File: src/rtl/lprt_pkg.sv
// ----------------------------------------------------------------------------
// Longest-prefix route table package
// Shared types and constants for the route table cells and the top level.
// ----------------------------------------------------------------------------
package lprt_pkg;

   localparam int ROUTE_W    = 32;
   localparam int ACTION_W   = 2;
   localparam int STATUS_W   = 2;
   localparam int OUT_COUNT_W = 7;

   typedef enum logic [ACTION_W-1:0] {
      ACT_LOOKUP = 2'd0,
      ACT_ADD    = 2'd1,
      ACT_FLUSH  = 2'd2
   } action_type;

   typedef enum logic [STATUS_W-1:0] {
      ST_OK      = 2'd0,
      ST_MISS    = 2'd1,
      ST_PRESENT = 2'd2,
      ST_FULL    = 2'd3
   } status_type;

   typedef enum logic [1:0] {
      CS_IDLE,
      CS_SCAN,
      CS_INSERT,
      CS_RESP
   } ctrl_state_type;

   // Command broadcast to every cell while a transaction is in progress.
   typedef struct packed {
      logic               is_add;
      logic               insert;
      logic [ROUTE_W-1:0] addr;
      logic [ROUTE_W-1:0] net;
      logic [ROUTE_W-1:0] mask;
   } cmd_type;

   // Search token handed from cell to cell, one cell per cycle.
   typedef struct packed {
      logic               active;
      logic               hit;
      logic [ROUTE_W-1:0] net;
      logic [ROUTE_W-1:0] mask;
   } tok_type;

endpackage

File: src/rtl/lprt_cell.sv
// ----------------------------------------------------------------------------
// Route table cell
// Holds one route, matches the passing search token against it and takes
// part in the parallel shift that opens a slot for a new route.
// ----------------------------------------------------------------------------
module lprt_cell
   import lprt_pkg::*;
#(
   parameter int DEPTH = 64,
   parameter int IDX   = 0
) (
   input  logic                               clock,
   input  logic                               reset,
   input  logic [$clog2(DEPTH+1)-1:0]         count_i,
   input  cmd_type                            cmd,
   input  tok_type                            tok_in,
   output tok_type                            tok_out,
   input  logic                               prev_ge,
   input  logic [ROUTE_W-1:0]                 prev_net,
   input  logic [ROUTE_W-1:0]                 prev_mask,
   output logic                               ge_out,
   output logic [ROUTE_W-1:0]                 net_out,
   output logic [ROUTE_W-1:0]                 mask_out
);

   localparam int CNT_W = $clog2(DEPTH+1);

   logic [ROUTE_W-1:0] net_ff, net_in;
   logic [ROUTE_W-1:0] mask_ff, mask_in;
   tok_type            tok_ff, tok_in_next;
   logic               vld;
   logic               match;
   logic               hit_here;

   // The entry is in use when its position lies below the route count.
   assign vld = (CNT_W'(IDX) < count_i);

   always_comb begin
      if (cmd.is_add) begin
         match = (net_ff == cmd.net) && (mask_ff == cmd.mask);
      end else begin
         match = ((cmd.addr & mask_ff) == net_ff);
      end
      hit_here = vld & match;

      tok_in_next        = tok_in;
      tok_in_next.hit    = tok_in.hit | (tok_in.active & hit_here);
      if (tok_in.active && !tok_in.hit && hit_here) begin
         tok_in_next.net  = net_ff;
         tok_in_next.mask = mask_ff;
      end

      // Unused cells always take part in the shift, so the flags along the
      // row form a single step from zero to one.
      ge_out  = !vld || (cmd.mask >= mask_ff);

      net_in  = net_ff;
      mask_in = mask_ff;
      if (cmd.insert && ge_out) begin
         if (prev_ge) begin
            net_in  = prev_net;
            mask_in = prev_mask;
         end else begin
            net_in  = cmd.net;
            mask_in = cmd.mask;
         end
      end
   end

   always_ff @(posedge clock) begin
      if (reset) begin
         tok_ff <= '0;
      end else begin
         tok_ff <= tok_in_next;
      end
   end

   always_ff @(posedge clock) begin
      net_ff  <= net_in;
      mask_ff <= mask_in;
   end

   assign tok_out  = tok_ff;
   assign net_out  = net_ff;
   assign mask_out = mask_ff;

endmodule
File: config.mk
export PLATFORM = sky130hd
export DESIGN_NAME = lprt_cell
export DESIGN_NICKNAME = d
export VERILOG_FILES = /design/src/rtl/lprt_pkg.sv /design/src/rtl/lprt_cell.sv
export SDC_FILE = /design/constraint.sdc
export NUM_CORES = 1
export LEC_CHECK = 0
export BUFFER_PORTS_ARGS = -buffer_cell sky130_fd_sc_hd__buf_2
export CELL_PAD_IN_SITES_DETAIL_PLACEMENT = 0
export CELL_PAD_IN_SITES_GLOBAL_PLACEMENT = 1
export CORE_MARGIN = 8
export CORE_UTILIZATION = 35
export CTS_BUF_LIST = sky130_fd_sc_hd__clkbuf_8
export CTS_CLUSTER_SIZE = 8
export DETAILED_ROUTE_END_ITERATION = 8
export PLACE_DENSITY_LB_ADDON = 0.15
export SETUP_SLACK_MARGIN = 0.05
export SYNTH_ARGS = -nofsm -noshare
export SYNTH_HDL_FRONTEND = slang
export SYNTH_SLANG_ARGS = --single-unit
export TNS_END_PERCENT = 10
File: constraint.sdc
create_clock -name clock -period 7 [get_ports clock]
set_input_delay 1.05 -clock clock [delete_from_list [all_inputs] [get_ports clock]]
set_output_delay 1.05 -clock clock [all_outputs]
set_load 0.02 [all_outputs]
# Word-level counts from Yosys, hierarchy flattened
# Cells that the tools add are included.
[totals]
reg_bits = 130
inputBits = 238
output_inout_bits = 131
elab_cells = 26
[op_classes]
order_cmp = 2
eq_ne = 3
muxes = 4
bitwise = 4
reduce_logical = 7
[ops]
columns = ["op", "n"]
rows = [
  ["equality test 32 bit", 3],
  ["2-to-1 mux 32 bit", 2],
  ["2-to-1 mux 64 bit", 1],
  ["AND 32 bit", 1],
  ["greater-or-equal comparator 32 bit", 1],
  ["less-than comparator 1 x 7 -> 1 bit (first input constant)", 1],
  ["logical AND 1 bit", 4],
  ["AND 1 bit", 2],
  ["logical NOT 1 bit", 2],
  ["logical OR 1 bit", 1],
  ["2-to-1 mux 1 bit", 1],
  ["OR 1 bit", 1],
]

# Longest topological paths before layout
[depth]
word_depth = 6
mapped_depth = 10
ltp_nobuf = 8

# Least setup slack after synthesis
# Ideal clock, no wire load.
[synth_timing]
path_kind = "in2reg"
from = "in cmd[29] (netlist bit)"
to = "reg mask_ff[0] (netlist: mask_out[0]) (enable)"
setup_time_ns = 0.524
arrival_time_ns = 5.682
required_ns = 6.476
path_slack_ns = 0.793
stages = 7
path_buffers = 0
cell_sequence = "ha_1 -> nand4_1 -> nor4_1 -> o31ai_1 -> o31ai_1 -> a31oi_1 -> a31oi_1"
[synth_between]
elab_chain_len = 3
[synth_rtl]
columns = ["item", "line_no", "rtl"]
rows = [
  ["start: declaration", "lprt_cell.sv:15", "input cmd_type cmd,"],
  ["greater-or-equal comparator 32 bit", "lprt_cell.sv:55", "ge_out = !vld || (cmd.mask >= mask_ff);"],
  ["logical OR 1 bit", "lprt_cell.sv:55", ""],
  ["logical AND 1 bit", "lprt_cell.sv:59", "if (cmd.insert && ge_out) begin"],
  ["end signal: assignment", "lprt_cell.sv:80", "mask_ff <= mask_in;"],
  ["end: declaration", "lprt_cell.sv:29", "logic [ROUTE_W-1:0] mask_ff, mask_in;"],
]
# Every way passes these cells.
# A chain may end at the register's enable or synchronous reset.

# Worst setup path in the final report
[layout_timing]
from = "in cmd[9] (netlist bit)"
to = "out ge_out"
[layout_between]
elab_chain_len = 2
[layout_rtl]
columns = ["item", "line_no", "rtl"]
rows = [
  ["greater-or-equal comparator 32 bit", "lprt_cell.sv:55", ""],
  ["logical OR 1 bit", "lprt_cell.sv:55", ""],
  ["end: declaration", "lprt_cell.sv:21", "output logic ge_out,"],
]
# Every way passes these cells.

==> flow_metrics.py <==
metrics = {
    "outcome": {
        "status": "complete, no violations",
    },
    "routing": {
        "drt-pass1-iter-count": 4,
        "drtIter0Drc": 369,
        "wl_per_cell_um": 21.1,
        "avgViaCountPerCell": 4.72,
        "antenna_left": 0,
        "wl_um": 27800,
        "drc": 0,
        "vias": 6206,
    },
    "global_routing": {
        "grt_pass1_vias": 6723,
        "antenna_found_initial": 7,
        "overflow": 0,
        "grt_use_total_pct": 21.6,
        "grt_pass1_wl_um": 41700,
        "grt_max_degree": 89,
    },
    "power": {
        "power.density_nw_per_um2": 203,
        "clockPowerShare_pct": 34.0,
        "peakVddDrop_mv": 0.0953,
        "p_leak_nw": 4.43,
        "power_mw": 1.93,
        "swShare_pct": 29.7,
        "switchingPower_uw": 572,
        "p_int_mw": 1.36,
        "pwr-share-comb_pct": 19.5,
        "p_seq_share_pct": 46.5,
    },
    "floorplan": {
        "ios": 369,
        "dieArea_um2": 25400,
        "core_um2": 20200,
        "start_util_pct": 35.6,
        "die_w_um": 159,
        "rows": 52,
        "fp.dieH_um": 159,
    },
    "yosys": {
        "synth_area_leader_cell": "edfxtp_1",
        "synth_top_area_share_pct": 26.7,
        "synthTopCellsByArea": "edfxtp_1 (27%), dfxtp_1 (18%), mux2_2 (9.9%)",
        "ys_ff_latch": 130,
        "ys_seq_area_share_pct": 45.1,
        "synthesis.area_um2": 7190,
        "ys_types": 41,
        "ys_warn_count": 0,
        "syn-instance-count": 665,
        "syn_nets": 935,
        "syn_avg_cell_area_um2": 10.8,
    },
    "final_layout": {
        "layout_common_cells": "buf_2 (368), nand2_1 (161), dfxtp_1 (66), mux2i_1 (64), edfxtp_1 (64)",
        "stdcell_area_um2": 9490,
        "final_cells": 1316,
        "area_delta_synth_final_pct": 32.1,
        "final_common_cell": "buf_2",
        "drive_gt1_share_pct": 45.2,
        "nNetsFinal": 1298,
    },
    "cts": {
        "htreeDepth": 4,
        "cts.sinks": 130,
        "clock_latency_ns": 0.45,
        "clkTransAtPathRegs_ns": 0.08,
        "holdBufCountCts": 0,
        "clock-root-buffer": "clkbuf_8",
        "cts_buffer_depth": 2,
        "cts_resized": 0,
        "cts_made_buffers": 17,
        "cts_tree": "done",
        "postCtsSetupRepairBufs": 0,
    },
    "critical_path": {
        "cp.required_ns": 5.95,
        "arrival_ns": 2.98,
        "r2r_setup_slack_ns": 3.35,
        "worstPathMaxFanout": 2,
        "cp-start-kind": "primary input",
        "worst_setup_path_end_kind": "primary output",
        "critPathKind": "primary input to primary output",
    },
    "timing": {
        "final.setup.tns_ns": 0,
        "grt_setup_unrepaired": "false",
        "skew_ns": 0.0148,
        "hold_violations": 0,
        "post-route-min-period_ns": 4.03,
        "period_share_pct": 57.6,
        "fin_ws_ns": 2.97,
        "max_freq_ghz": 0.248,
        "setup_viol": 0,
        "slew_headroom_pct": 37.6,
        "drv_slew": 0,
        "tightest_slew_ns": 0.936,
    },
    "placement": {
        "hpwl_um": 22600,
        "gp_congestion": 0.813,
        "placed_cells": 1279,
        "postPlaceCellArea_um2": 9090,
        "place_ws_ns": 2.58,
        "portBuffers": 368,
    },
    "min_path": {
        "hold_path.class": "flip-flop to flip-flop",
    },
    "flow_run": {
        "drv_cap": 0,
    },
}
==> metrics by stage <==
stage	hold WS [ns]	util, %
3_5_place_dp	0.599	45.1
5_1_grt	0.645	47.1
6_report	0.611	47.1
4_1_cts	0.620	47.0
2_1_floorplan	0.683	-
3_3_place_gp	0.584	45.1
==> state kept, by name (all words and copies together) (netlist names) <==
register / count
tok_out: 66
mask_out: 32
net_out: 32
==> power by group through the flow <==
| stage | Sequential, mW | Clock, mW | Combinational, mW |
|---|---|---|---|
| 5_1_grt | 0.903 | 0.705 | 0.415 |
| 2_1_floorplan | 0.958 | 0 | 0.161 |
| 3_5_place_dp | 0.915 | 0 | 0.381 |
| 3_3_place_gp | 0.914 | 0 | 0.379 |
| 6_report | 0.896 | 0.655 | 0.376 |
| 4_1_cts | 0.897 | 0.670 | 0.383 |
==> cells in the mapped netlist <==
| cell | instances |
|---|---|
| a21boi_1 | 1 |
| dfxtp_1 | 66 |
| and3_1 | 3 |
| a32o_2 | 1 |
| buf_12 | 7 |
| o22ai_1 | 1 |
| o31ai_1 | 2 |
| inv_1 | 34 |
| mux2_2 | 63 |
| o31a_1 | 1 |
| nand3_1 | 7 |
| nor4_2 | 2 |
| o211ai_1 | 3 |
| a21oi_1 | 10 |
| mux2i_1 | 64 |
| and4_4 | 1 |
| xnor2_1 | 4 |
| a211o_1 | 1 |
| nor3_1 | 3 |
| edfxtp_1 | 64 |
| o21ai_0 | 5 |
| nor4_1 | 10 |
| nand4_1 | 18 |
| a2111oi_0 | 1 |
| dlygate4sd3_1 | 3 |
| and2_2 | 1 |
| a21o_1 | 5 |
| clkbuf_8 | 9 |
| or4_1 | 2 |
| o21a_1 | 2 |
| nand2_1 | 161 |
| nor2_1 | 3 |
| buf_6 | 1 |
| ha_1 | 32 |
| a31oi_1 | 2 |
| a221oi_1 | 1 |
| nor2b_1 | 3 |
| nand2b_1 | 2 |
| buf_2 | 1 |
| xor2_1 | 58 |
| clkbuf_1 | 7 |
==> worst max-delay path, stage by stage <==
cell and delay, ns:
buf_2 0.11, ha_1 0.31, a21o_1 0.17, a21o_1 0.19, a2111oi_0 0.42, o31ai_1 0.14
a31oi_1 0.30, nand3_1 0.12, buf_2 0.18
==> per-layer routing <==
metal / vias up / global-route usage (%) / part of all wire [%]
li1: 3042 / - / -
met1: 2889 / 25.3 / 41
met2: 240 / 37.2 / 50
met3: 31 / 6.83 / 7.4
met4: 4 / 6.48 / 1.7
met5: - / 0 / 0.11
==> final timing paths <==
check                     from     endpoint  depth (start not counted)
setup / recovery        cmd[9]       ge_out                          9
hold / removal    mask_out[18]  tok_out[18]                          2
setup reg to reg  mask_out[28]  mask_out[2]                          9
hold reg to reg   mask_out[18]  tok_out[18]                          2
==> cell families (layout without fill, tap and decap cells) <==
group	count (synthesis)	after routing	synth area share [%]
AND/OR/NAND/NOR	216	216	13.2
flip-flops	130	130	45.1
multiplexers	127	127	18.8
XOR/XNOR	62	62	7.55
buffers and inverters	62	438	6.46
AO/OA/AOI/OAI	36	36	3.31
adder cells (fa/ha/maj)	32	32	5.57
other	0	5	0
==> layout make-up <==
type,instances,area (um^2)
tap,270,338
fill,2061,10700
timing repair buffer,372,1870
multi-input combinational,473,3510
clock inverter,12,116
sequential,130,3240
clock buffer,20,275
antenna,5,12.5
inverter,34,130
No activity file was read; power rests on OpenSTA's default activity.
